--- config.mk ---
export PLATFORM = sky130hd
export DESIGN_NAME = range_bucket_scatter_unit
export DESIGN_NICKNAME = d
export VERILOG_FILES = /design/src/rbs_pkg.sv /design/src/range_bucket_scatter_unit.sv
export SDC_FILE = /design/constraint.sdc
export NUM_CORES = 2
export LEC_CHECK = 0
export BUFFER_PORTS_ARGS = -buffer_cell sky130_fd_sc_hd__buf_4
export CORE_MARGIN = 2
export CORE_UTILIZATION = 56
export CTS_CLUSTER_SIZE = 16
export DETAILED_ROUTE_END_ITERATION = 10
export GPL_TIMING_DRIVEN = 1
export PLACE_DENSITY_LB_ADDON = 0.1
export SKIP_CTS_REPAIR_TIMING = 1
export SYNTH_ARGS = -nofsm -noshare
export SYNTH_HDL_FRONTEND = slang
export SYNTH_SLANG_ARGS = --single-unit
export TNS_END_PERCENT = 30
--- constraint.sdc ---
create_clock -name clk_i -period 6.01 [get_ports clk_i]
set_input_delay 0 -clock clk_i [delete_from_list [all_inputs] [get_ports clk_i]]
set_output_delay 0 -clock clk_i [all_outputs]
set_load 0.005 [all_outputs]
--- src/rbs_pkg.sv ---
// Package of the range bucket scatter unit: beat types, register codes, reset values.
package rbs_pkg;

  localparam int MAX_SHARDS_DEF = 8;
  localparam int SHARD_W        = 3;
  localparam int CFG_IDX_W      = 3;
  localparam int CFG_DATA_W     = 32;

  typedef enum logic [CFG_IDX_W-1:0] {
    CFG_SHARD_TOTAL    = 3'd0,
    CFG_LOW_BIT        = 3'd1,
    CFG_HIGH_BIT       = 3'd2,
    CFG_WIDE_MODE      = 3'd3,
    CFG_SHARD_CAPACITY = 3'd4
  } cfg_idx_e;

  localparam logic [3:0]  SHARD_TOTAL_RST    = 4'd1;
  localparam logic [5:0]  LOW_BIT_RST        = 6'd0;
  localparam logic [6:0]  HIGH_BIT_RST       = 7'd32;
  localparam logic        WIDE_MODE_RST      = 1'b0;
  localparam logic [31:0] SHARD_CAPACITY_RST = 32'hFFFF_FFFF;

  localparam logic KIND_ITEM   = 1'b0;
  localparam logic KIND_REPORT = 1'b1;

  typedef struct packed {
    logic [63:0] sort_key;
    logic [31:0] payload;
    logic        end_of_run;
  } in_item_t;

  typedef struct packed {
    logic               kind;
    logic [SHARD_W-1:0] shard;
    logic [31:0]        slot_or_total;
    logic [63:0]        out_key;
    logic [31:0]        out_payload;
    logic               over_capacity;
    logic               final_result;
  } out_item_t;

endpackage

--- src/range_bucket_scatter_unit.sv ---
// Top level of the range bucket scatter unit: sequencer, shard fill memory, output register.
//
// Usage: keys enter on the in_* valid/ready channel, one beat per key with its
// payload and an end_of_run flag. Each key leaves on the out_* channel as one
// placed-item beat carrying its shard and its slot (the shard's fill count
// before this key). A key flagged end_of_run is followed by one report beat
// per active shard (shard 0 upward) giving the shard's total; the last beat
// of each key carries final_result. The fill counters are then cleared.
// Configuration is written through cfg_we_i/cfg_idx_i/cfg_data_i while idle.
// After a key is accepted, the sequencer multiplies its field by the active
// shard count, reads the fill memory and then loads the item beat into the
// output register at its update step; no new key is accepted until the last
// is through. An end-of-run key adds a read and an emit step per active shard.
// Reset clears all fill counters at once through per-shard valid bits and
// loads the register defaults. When the receiver stalls, the output register
// holds its beat and the sequencer waits at its emit step; one further key
// may still be accepted and worked up to that step.
module range_bucket_scatter_unit #(
  parameter int MAX_SHARDS = rbs_pkg::MAX_SHARDS_DEF
) (
  input  logic                            clk_i,
  input  logic                            rst_ni,
  input  logic                            cfg_we_i,
  input  logic [rbs_pkg::CFG_IDX_W-1:0]   cfg_idx_i,
  input  logic [rbs_pkg::CFG_DATA_W-1:0]  cfg_data_i,
  input  logic                            in_valid_i,
  output logic                            in_ready_o,
  input  rbs_pkg::in_item_t               in_item_i,
  output logic                            out_valid_o,
  input  logic                            out_ready_i,
  output rbs_pkg::out_item_t              out_item_o
);

  localparam int IdxW   = $clog2(MAX_SHARDS);
  localparam int CntW   = $clog2(MAX_SHARDS + 1);
  localparam int ProdW  = 32 + CntW;
  localparam int ShardW = rbs_pkg::SHARD_W;

  typedef enum logic [2:0] {
    S_IDLE,
    S_MUL,
    S_RD,
    S_UPD,
    S_REP_RD,
    S_REP_OUT
  } state_e;

  // ---------------- configuration registers ----------------
  logic [3:0]  shard_total_q;
  logic [5:0]  low_bit_q;
  logic [6:0]  high_bit_q;
  logic        wide_mode_q;
  logic [31:0] capacity_q;

  always_ff @(posedge clk_i or negedge rst_ni) begin
    if (!rst_ni) begin
      shard_total_q <= rbs_pkg::SHARD_TOTAL_RST;
      low_bit_q     <= rbs_pkg::LOW_BIT_RST;
      high_bit_q    <= rbs_pkg::HIGH_BIT_RST;
      wide_mode_q   <= rbs_pkg::WIDE_MODE_RST;
      capacity_q    <= rbs_pkg::SHARD_CAPACITY_RST;
    end else if (cfg_we_i) begin
      case (cfg_idx_i)
        rbs_pkg::CFG_SHARD_TOTAL:    shard_total_q <= cfg_data_i[3:0];
        rbs_pkg::CFG_LOW_BIT:        low_bit_q     <= cfg_data_i[5:0];
        rbs_pkg::CFG_HIGH_BIT:       high_bit_q    <= cfg_data_i[6:0];
        rbs_pkg::CFG_WIDE_MODE:      wide_mode_q   <= cfg_data_i[0];
        rbs_pkg::CFG_SHARD_CAPACITY: capacity_q    <= cfg_data_i[31:0];
        default: ;
      endcase
    end
  end

  // Active shard count: zero acts as one, clamp at MAX_SHARDS.
  logic [CntW-1:0] n_act;
  always_comb begin
    if (shard_total_q == 4'd0) begin
      n_act = CntW'(1);
    end else if (32'(shard_total_q) > 32'(MAX_SHARDS)) begin
      n_act = CntW'(MAX_SHARDS);
    end else begin
      n_act = CntW'(shard_total_q);
    end
  end

  // ---------------- field extraction at accept ----------------
  // Field [lo, hi) of the key; fields wider than 32 bits keep width-32 bits from bit hi-32.
  logic [6:0]  top_bit, hi_lim, lo_ext, fld_w;
  logic        fld_empty, fld_wide;
  logic [5:0]  fld_sh, fld_bits;
  logic [63:0] key_m, key_sh;
  logic [32:0] fld_mask;
  logic [31:0] fld_val;
  logic [31:0] pay_m;

  always_comb begin
    top_bit   = wide_mode_q ? 7'd64 : 7'd32;
    hi_lim    = (high_bit_q > top_bit) ? top_bit : high_bit_q;
    lo_ext    = {1'b0, low_bit_q};
    fld_empty = (hi_lim <= lo_ext);
    fld_w     = hi_lim - lo_ext;
    fld_wide  = (fld_w > 7'd32);
    fld_sh    = fld_wide ? 6'(hi_lim - 7'd32) : low_bit_q;
    fld_bits  = fld_empty ? 6'd1 : (fld_wide ? 6'(fld_w - 7'd32) : 6'(fld_w));
    key_m     = wide_mode_q ? in_item_i.sort_key : {32'd0, in_item_i.sort_key[31:0]};
    pay_m     = wide_mode_q ? 32'd0 : in_item_i.payload;
    key_sh    = key_m >> fld_sh;
    fld_mask  = (33'd1 << fld_bits) - 33'd1;
    fld_val   = fld_empty ? 32'd0 : (key_sh[31:0] & fld_mask[31:0]);
  end

  // ---------------- shard fill memory ----------------
  logic [31:0]           fill_mem [MAX_SHARDS];
  logic [31:0]           rdata_q;
  logic                  mem_re, mem_we;
  logic [IdxW-1:0]       mem_raddr, mem_waddr;
  logic [31:0]           mem_wdata;
  logic [MAX_SHARDS-1:0] fill_vld_q;   // cleared entries read as zero

  always_ff @(posedge clk_i) begin
    if (mem_we) begin
      fill_mem[mem_waddr] <= mem_wdata;
    end
    if (mem_re) begin
      rdata_q <= fill_mem[mem_raddr];
    end
  end

  // ---------------- sequencer ----------------
  state_e           state_q;
  logic [63:0]      key_q;
  logic [31:0]      pay_q;
  logic             last_q;
  logic [31:0]      val_q;
  logic [5:0]       bits_q;
  logic [ProdW-1:0] prod_q;
  logic [IdxW-1:0]  d_q;
  logic [CntW-1:0]  rep_idx_q;
  logic             out_valid_q, out_valid_d;
  rbs_pkg::out_item_t out_q;

  logic             out_free, in_fire;
  logic [ProdW-1:0] prod_sh;
  logic [IdxW-1:0]  d_calc;
  logic [31:0]      slot_cur, slot_inc, rep_total;
  logic             rep_last, item_load, rep_load;

  always_comb begin
    out_free  = !out_valid_q || out_ready_i;
    in_fire   = in_valid_i && in_ready_o;
    prod_sh   = prod_q >> bits_q;
    d_calc    = (prod_sh >= ProdW'(MAX_SHARDS)) ? IdxW'(MAX_SHARDS - 1) : prod_sh[IdxW-1:0];
    slot_cur  = fill_vld_q[d_q] ? rdata_q : 32'd0;
    slot_inc  = (slot_cur == 32'hFFFF_FFFF) ? slot_cur : slot_cur + 32'd1;
    rep_total = fill_vld_q[rep_idx_q[IdxW-1:0]] ? rdata_q : 32'd0;
    rep_last  = (rep_idx_q == n_act - CntW'(1));
    item_load = (state_q == S_UPD) && out_free;
    rep_load  = (state_q == S_REP_OUT) && out_free;

    // output beat: a new load wins, else it drops once taken
    out_valid_d = out_valid_q && !out_ready_i;
    if (item_load || rep_load) begin
      out_valid_d = 1'b1;
    end

    mem_re    = (state_q == S_RD) || (state_q == S_REP_RD);
    mem_raddr = (state_q == S_RD) ? d_calc : rep_idx_q[IdxW-1:0];
    mem_we    = item_load;
    mem_waddr = d_q;
    mem_wdata = slot_inc;
  end

  assign in_ready_o  = (state_q == S_IDLE);
  assign out_valid_o = out_valid_q;
  assign out_item_o  = out_q;

  always_ff @(posedge clk_i or negedge rst_ni) begin
    if (!rst_ni) begin
      state_q     <= S_IDLE;
      fill_vld_q  <= '0;
      out_valid_q <= 1'b0;
      rep_idx_q   <= '0;
      key_q       <= '0;
      pay_q       <= '0;
      last_q      <= 1'b0;
      val_q       <= '0;
      bits_q      <= '0;
      prod_q      <= '0;
      d_q         <= '0;
      out_q       <= '0;
    end else begin
      out_valid_q <= out_valid_d;
      case (state_q)
        S_IDLE: begin
          if (in_fire) begin
            key_q   <= key_m;
            pay_q   <= pay_m;
            last_q  <= in_item_i.end_of_run;
            val_q   <= fld_val;
            bits_q  <= fld_bits;
            state_q <= S_MUL;
          end
        end
        S_MUL: begin
          prod_q  <= ProdW'(val_q) * ProdW'(n_act);
          state_q <= S_RD;
        end
        S_RD: begin
          d_q     <= d_calc;
          state_q <= S_UPD;
        end
        S_UPD: begin
          if (item_load) begin
            fill_vld_q[d_q]     <= 1'b1;
            out_q.kind          <= rbs_pkg::KIND_ITEM;
            out_q.shard         <= ShardW'(d_q);
            out_q.slot_or_total <= slot_cur;
            out_q.out_key       <= key_q;
            out_q.out_payload   <= pay_q;
            out_q.over_capacity <= (slot_cur >= capacity_q);
            out_q.final_result  <= !last_q;
            rep_idx_q           <= '0;
            state_q             <= last_q ? S_REP_RD : S_IDLE;
          end
        end
        S_REP_RD: begin
          state_q <= S_REP_OUT;
        end
        S_REP_OUT: begin
          if (rep_load) begin
            out_q.kind          <= rbs_pkg::KIND_REPORT;
            out_q.shard         <= ShardW'(rep_idx_q);
            out_q.slot_or_total <= rep_total;
            out_q.out_key       <= 64'd0;
            out_q.out_payload   <= 32'd0;
            out_q.over_capacity <= (rep_total > capacity_q);
            out_q.final_result  <= rep_last;
            if (rep_last) begin
              // end of run: every counter, reported or not, restarts at zero
              fill_vld_q <= '0;
              state_q    <= S_IDLE;
            end else begin
              rep_idx_q <= rep_idx_q + CntW'(1);
              state_q   <= S_REP_RD;
            end
          end
        end
        default: state_q <= S_IDLE;
      endcase
    end
  end

  // ---------------- assertions ----------------
  a_shard_in_range: assert property (@(posedge clk_i) disable iff (!rst_ni)
    (state_q == S_UPD) |-> (32'(d_q) < 32'(n_act)))
    else $error("placed shard outside active shard range");

  a_clear_after_run: assert property (@(posedge clk_i) disable iff (!rst_ni)
    (rep_load && rep_last) |=> (fill_vld_q == '0))
    else $error("fill counters not cleared at end of run");

  a_one_in_flight: assert property (@(posedge clk_i) disable iff (!rst_ni)
    in_fire |=> !in_ready_o)
    else $error("second key accepted while one is in flight");

endmodule
# Word level (Yosys, flattened, before mapping)
# Memory sizes are Yosys's and may differ from the RTL's. A register that Yosys moved wholly into a read port is not among the register bits.
# Cells that the tools add are included.
# totals
out_inout_bits	136
elab_cells	129
ramBits	256
memories	1
regBits	374
in_bits	137
# mem_list
name	words	word_bits	rd	rd_clocked_by_memory_dff	wr	line	text
fill_mem	8	32	1	1	1	range_bucket_scatter_unit.sv:113	logic [31:0] fill_mem [MAX_SHARDS];
# classes
shifts	3
bitwise_logic	2
add_sub_neg	7
multipliers	1
eq_ne	16
order_cmp	10
muxes	41
reduce_logical	25
# op_table
operator	count
2-to-1 mux 134 bit	2
case mux 134 bit (2 select lines)	1
2-to-1 mux 32 bit	5
2-to-1 mux 64 bit	1
right shift 64 x 6 -> 32 bit	1
>= comparator 36 x 4 -> 1 bit (second input constant)	1
multiplier 32 x 4 -> 36 bit	1
right shift 36 x 6 -> 36 bit	1
adder 32 x 1 -> 32 bit (second input constant)	1
AND 32 bit	1
== test 32 bit (second input constant)	1
>= comparator 32 bit	1
> comparator 32 bit	1
<< shifter 1 x 6 -> 32 bit (first input constant)	1
subtractor 32 x 1 -> 32 bit (second input constant)	1
2-to-1 mux 8 bit	3
2-to-1 mux 3 bit	7
2-to-1 mux 4 bit	5
2-to-1 mux 6 bit	3
case mux 3 bit (6 select lines)	1
case mux 8 bit (2 select lines)	1
2-to-1 mux 7 bit	2
== test 3 x 2 -> 1 bit (second input constant)	4
AND reduction 2 bit	6
28 further kinds	53

# Depth between registers and ports, before layout
# depth
word_depth	11
mapped_depth	31

# Worst setup path before layout
# OpenSTA, ideal clock, no wires.
# synth_timing
kind	flip-flop to flip-flop
start	register wide_mode_q
end	register val_q[30]
n_path_buf	7
period_less_slack_ns	6.638
required_time_ns	5.927
path_slack_ns	-0.628
arrival_time_ns	6.556
stages_incl_launch_ff	31
setup_time_ns	0.083
path_cell_list	dfrtp_1 clkbuf_1 buf_1 buf_1 inv_1 clkbuf_1 ha_1 nor2b_1 nor2_1 nand2_1 inv_1 buf_2 clkbuf_1 fa_1 nor2b_1 or2_1 o211a_1 a211oi_4 nand2_1 buf_2 a31oi_1 nor2_1 nand2_1 ha_1 inv_1 a41oi_1 nand3b_1 or3_1 a21oi_1 nand2_1 o21ai_0
# synth_between
elab_chain_len	11
elab_cells_between_ends	17
# synth_lines
element	line	text
start, declared	range_bucket_scatter_unit.sv:52	logic wide_mode_q;
start signal, assigned	range_bucket_scatter_unit.sv:60	wide_mode_q <= rbs_pkg::WIDE_MODE_RST;
start signal, assigned	range_bucket_scatter_unit.sv:67	rbs_pkg::CFG_WIDE_MODE: wide_mode_q <= cfg_data_i[0];
2-to-1 mux 7 bit	range_bucket_scatter_unit.sv:97	top_bit = wide_mode_q ? 7'd64 : 7'd32;
> comparator 7 bit	range_bucket_scatter_unit.sv:98	hi_lim = (high_bit_q > top_bit) ? top_bit : high_bit_q;
2-to-1 mux 7 bit	range_bucket_scatter_unit.sv:98	
subtractor 7 x 6 -> 7 bit	range_bucket_scatter_unit.sv:101	fld_w = hi_lim - lo_ext;
subtractor 6 bit / > comparator 7 x 6 -> 1 bit (equally long branches)	range_bucket_scatter_unit.sv:104, range_bucket_scatter_unit.sv:102	
2-to-1 mux 6 bit (2 in series)	range_bucket_scatter_unit.sv:104	fld_bits = fld_empty ? 6'd1 : (fld_wide ? 6'(fld_w - 7'd32) : 6'(fld_w));
<< shifter 1 x 6 -> 32 bit	range_bucket_scatter_unit.sv:108	fld_mask = (33'd1 << fld_bits) - 33'd1;
subtractor 32 x 1 -> 32 bit	range_bucket_scatter_unit.sv:108	
AND 32 bit	range_bucket_scatter_unit.sv:109	fld_val = fld_empty ? 32'd0 : (key_sh[31:0] & fld_mask[31:0]);
2-to-1 mux 32 bit (*)	range_bucket_scatter_unit.sv:109	
end signal, assigned	range_bucket_scatter_unit.sv:199	val_q <= fld_val;
end, declared	range_bucket_scatter_unit.sv:134	logic [31:0] val_q;
# Mark *: on every way between the ends. The rest lies on a longest branch, timed or not.
# A chain may end at the register's enable or synchronous reset.

# Worst setup path in the final report
# layout_timing
start	register high_bit_q[5]
end	register val_q[31]
# layout_between
elab_chain_len	10
elab_cells_between_ends	15
# layout_lines
element	line	text
start, declared	range_bucket_scatter_unit.sv:51	logic [6:0] high_bit_q;
start signal, assigned	range_bucket_scatter_unit.sv:59	high_bit_q <= rbs_pkg::HIGH_BIT_RST;
start signal, assigned	range_bucket_scatter_unit.sv:66	rbs_pkg::CFG_HIGH_BIT: high_bit_q <= cfg_data_i[6:0];
> comparator 7 bit	range_bucket_scatter_unit.sv:98	
2-to-1 mux 7 bit (*)	range_bucket_scatter_unit.sv:98	
subtractor 7 x 6 -> 7 bit	range_bucket_scatter_unit.sv:101	
subtractor 6 bit / > comparator 7 x 6 -> 1 bit (equally long branches)	range_bucket_scatter_unit.sv:104, range_bucket_scatter_unit.sv:102	
2-to-1 mux 6 bit (2 in series)	range_bucket_scatter_unit.sv:104	
<< shifter 1 x 6 -> 32 bit	range_bucket_scatter_unit.sv:108	
subtractor 32 x 1 -> 32 bit	range_bucket_scatter_unit.sv:108	
AND 32 bit	range_bucket_scatter_unit.sv:109	
2-to-1 mux 32 bit (*)	range_bucket_scatter_unit.sv:109	
# Marks and branches as above.

==> flow_summary.yaml <==
status:
  status: "complete, but fails checks"
  failed_checks: "hold timing"
route:
  via_count: 32200
  routed_wirelength_mm: 118
  drt_pass1_iterations: 8
  detail_route.iter0.violations: 3235
  vias_per_cell: 6.18
  detail_route.drc_violations: 0
  drt-wirelength-per-cell_um: 22.6
  drt.antenna.violating_nets: 0
final_layout:
  final_stage_net_count: 4524
  final_common_cell: "nand2_1"
  areaGrowthSynthToFinish_pct: 18.4
  layout-drive-gt1-share_pct: 17.0
  layout.cells.most_common_list: "nand2_1 (600), buf_4 (372), dfrtp_1 (338)"
  num-fill-cells: 5546
  layout.core_utilization_pct: 67.1
  final_area_um2: 47100
worst_setup_path:
  crit_path_max_incr_delay_ns: 0.52
  crit_required_ns: 6.51
  r2r.worst_path.cells: 21
  timing.critical_path.from_type: "register"
  worstSetupPathType: "register to register"
  setup.worst_path.start: "high_bit_q[5]$_DFFE_PN1P_"
  timing.critical_path.slowest_stage_cell: "dfstp_2"
  path_cells: "inv_1 -> ha_1 -> nor2b_2 -> nor2_1 -> nand2_1 -> ha_1 -> inv_1 -> fa_2 -> nor2b_1 -> o31ai_1 -> a211oi_2 -> o221a_2 -> nor3_2 -> nor2_4 -> buf_4 -> o221ai_1 -> mux2_2 -> mux2_2 -> o221ai_1 -> nand2_1 -> a311o_1"
  critical_path_arrival_ns: 6.23
  worst_r2r_startpoint: "high_bit_q[5]$_DFFE_PN1P_"
  critical-path-top-delay-family: "compound AO/OA/AOI/OAI gates"
  critical_path.endpoint_type: "register"
  worst-path-max-fanout: 25
  cp.buffers_inverters: 3
  worst-path-stages: 21
placed_design:
  pre_cts_slack_ns: 0.258
  post_dp_cell_area_um2: 43000
  globalplace.congestion: 1.02
  portBuffers: 272
  hpwl_mm: 82.6
die:
  fp.coreArea_um2: 70100
  die_y_extent_um: 271
  standard_cell_rows: 97
  floorplan.initialDensity_pct: 56.7
  chip_width_um: 271
  design.die.area_um2: 73200
  floorplan.io_pins: 273
yosys:
  ys_top_cells_by_area: "edfxtp_1 (22%), dfrtp_1 (21%), mux2i_1 (8.5%)"
  synth_top_area_cell: "edfxtp_1"
  share_of_flip_flops_with_an_asynchronous_set_or_reset_pct: 56.5
  ys_seq_area_share_pct: 45.4
  synth-simple-area-share_pct: 13.7
  ys.flop_type: "dfrtp_1"
  synth-xor-area-share_pct: 1.71
  synth.ff_latch_count: 662
  post_synth_mux_area_share_pct: 12.6
  yosysTopAreaCellShare_pct: 21.7
  largest_family_of_logic_cells_by_synthesized_area: "compound AO/OA/AOI/OAI gates"
  number_of_enable_type_register_cells_in_the_synthesized_netlist: 288
  synth_compound_area_share_pct: 15.9
  yosys_warnings: 0
  synth_cell_type_count: 103
  post_synth.cell_area_avg_um2: 10.3
  synthesis.nets: 4174
  synthAdderAreaFrac_pct: 6.69
  synth_cells: 3861
  syn-cell-area_um2: 39800
sta:
  fin_skew_ns: 0.0462
  post-route-worst-setup-slack_ns: 0.278
  final.setup.tns_ns: 0
  report.final.slew_viol_count: 0
  layout_worst_path_cycle_share_pct: 95.4
  min_period_ns: 5.73
  setup_violations: 0
  final_hold_viol_count: 28
  grt_setup_unrepaired: "yes"
  worstMarginPinSlew_ns: 1.11
  fmaxAchievable_ghz: 0.174
  timing.max_slew.rel_slack_pct: 26.0
  final.hold.worst_slack_ns: -0.0353
global_routing:
  grt.overflow.total: 0
  antenna_violations_before_repair: 1
  pin_count_of_the_biggest_net_entering_global_routing: 148
  gr-usage-all-layers_pct: 31.5
  grt_pass1_wl_mm: 182
  via_count_of_the_first_global_routing_pass: 30400
clock_tree:
  cts_inserted_buffers: 72
  cts_root_buffer_type: "clkbuf_16"
  cts.sinks: 662
  worst_setup_hold_path_clk_slew_ns: 0.06
  clk_path_buf_depth: 3
  tritoncts: "built"
  htree_num_levels: 3
  clkLatencyLatePin_ns: 0.65
power_and_ir_drop:
  power.density_cell_area_nw_per_um2: 612
  report.power.total_w: 0.0288
  vdd.ir_drop.worst_mv: 0.424
  static-leakage-power_nw: 21.1
run:
  max_cap_violations: 0
hold_path:
  timing.hold.worst.class: "input pin to async pin"
==> worst reg2reg max path, cell delays in order, from the launching register on <==
cell and delay [ns]:
dfstp_2 0.52, inv_1 0.05, ha_1 0.20, nor2b_2 0.22, nor2_1 0.12, nand2_1 0.16
ha_1 0.20, inv_1 0.06, fa_2 0.42, nor2b_1 0.19, o31ai_1 0.10, a211oi_2 0.38
o221a_2 0.42, nor3_2 0.11, nor2_4 0.26, buf_4 0.32, o221ai_1 0.34, mux2_2 0.40
mux2_2 0.29, o221ai_1 0.42, nand2_1 0.12, a311o_1 0.33
==> routing by layer <==
layer | part of all wire, % | global-route usage, % | vias up
li1 | - | - | 14800
met1 | 45 | 46.5 | 15900
met2 | 45 | 48.2 | 1220
met3 | 6.7 | 4.88 | 221
met4 | 2.9 | 9.06 | 0
met5 | 0 | 0 | -
==> synthesized netlist by cell type (111+ instances only) <==
master / count
nor2_1: 157
a22o_1: 127
nand3_1: 111
clkbuf_1: 155
edfxtp_1: 288
inv_1: 133
dfrtp_1: 340
a21oi_1: 112
o21ai_0: 295
mux2i_1: 339
ha_1: 115
nand2_1: 602
==> final timing paths <==
path | to | slack, ns
setup reg to reg | val_q[31]$_DFFE_PN0P_ | 0.28
setup / recovery | val_q[31]$_DFFE_PN0P_ | 0.28
max in group asynchronous | wide_mode_q$_DFFE_PN0P_ | 4.68
hold reg to reg | key_q[19]$_DFFE_PN0P_ | 0.47
hold / removal | prod_q[1]$_DFFE_PN0P_ | -0.04
min in group clk_i | last_q$_DFFE_PN0P_ | 0.11
==> state kept, by name, indices dropped and copies added, names as in the netlist <==
signal,count
prod_q,36
high_bit_q,7
last_q,1
bits_q,6
fill_vld_q,8
out_item_o,134
rdata_q,32
wide_mode_q,1
out_valid_o,1
d_q,3
val_q,32
key_q,64
shard_total_q,4
capacity_q,32
fill_mem,256
pay_q,32
state_q,3
low_bit_q,6
rep_idx_q,4
==> metrics by stage <==
step	hold WS, ns	instances
finish	-0.0353	5211
global route	0.0265	5210
global placement	0.0580	4933
CTS	-0.629	5066
detailed placement	0.0550	4933
floorplan	-0.296	3861
==> where the power goes <==
group	leakage, nW	total [W]	switching [W]	internal (W)
combinational	12.4	0.0164	0.00999	0.00645
clock	1.27	0.00474	0.00194	0.00280
sequential	7.39	0.00764	0.00110	0.00654
total	21.1	0.0288	0.0130	0.0158
==> logic make-up (layout without fill, tap and decap cells) <==
kind of cell | count (synthesis) | count (layout)
compound gates | 924 | 924
xor+xnor | 76 | 76
fa+ha+maj | 176 | 176
buf+inv | 383 | 792
flops | 662 | 662
mux | 451 | 451
other cells | 0 | 1
simple gates | 1189 | 1189
==> cell type report <==
cell class	count	area, um^2	area share (%)
multi-input cells	2816	20300	43.2
diodes	1	2.50	0.00531
repair buffers	523	4430	9.41
clock inverters	36	531	1.13
clock buffers	97	2060	4.37
well taps	940	1180	2.50
inverters	136	510	1.08
flip-flops and latches	662	18100	38.3
(Power assumes the default switching activity.)
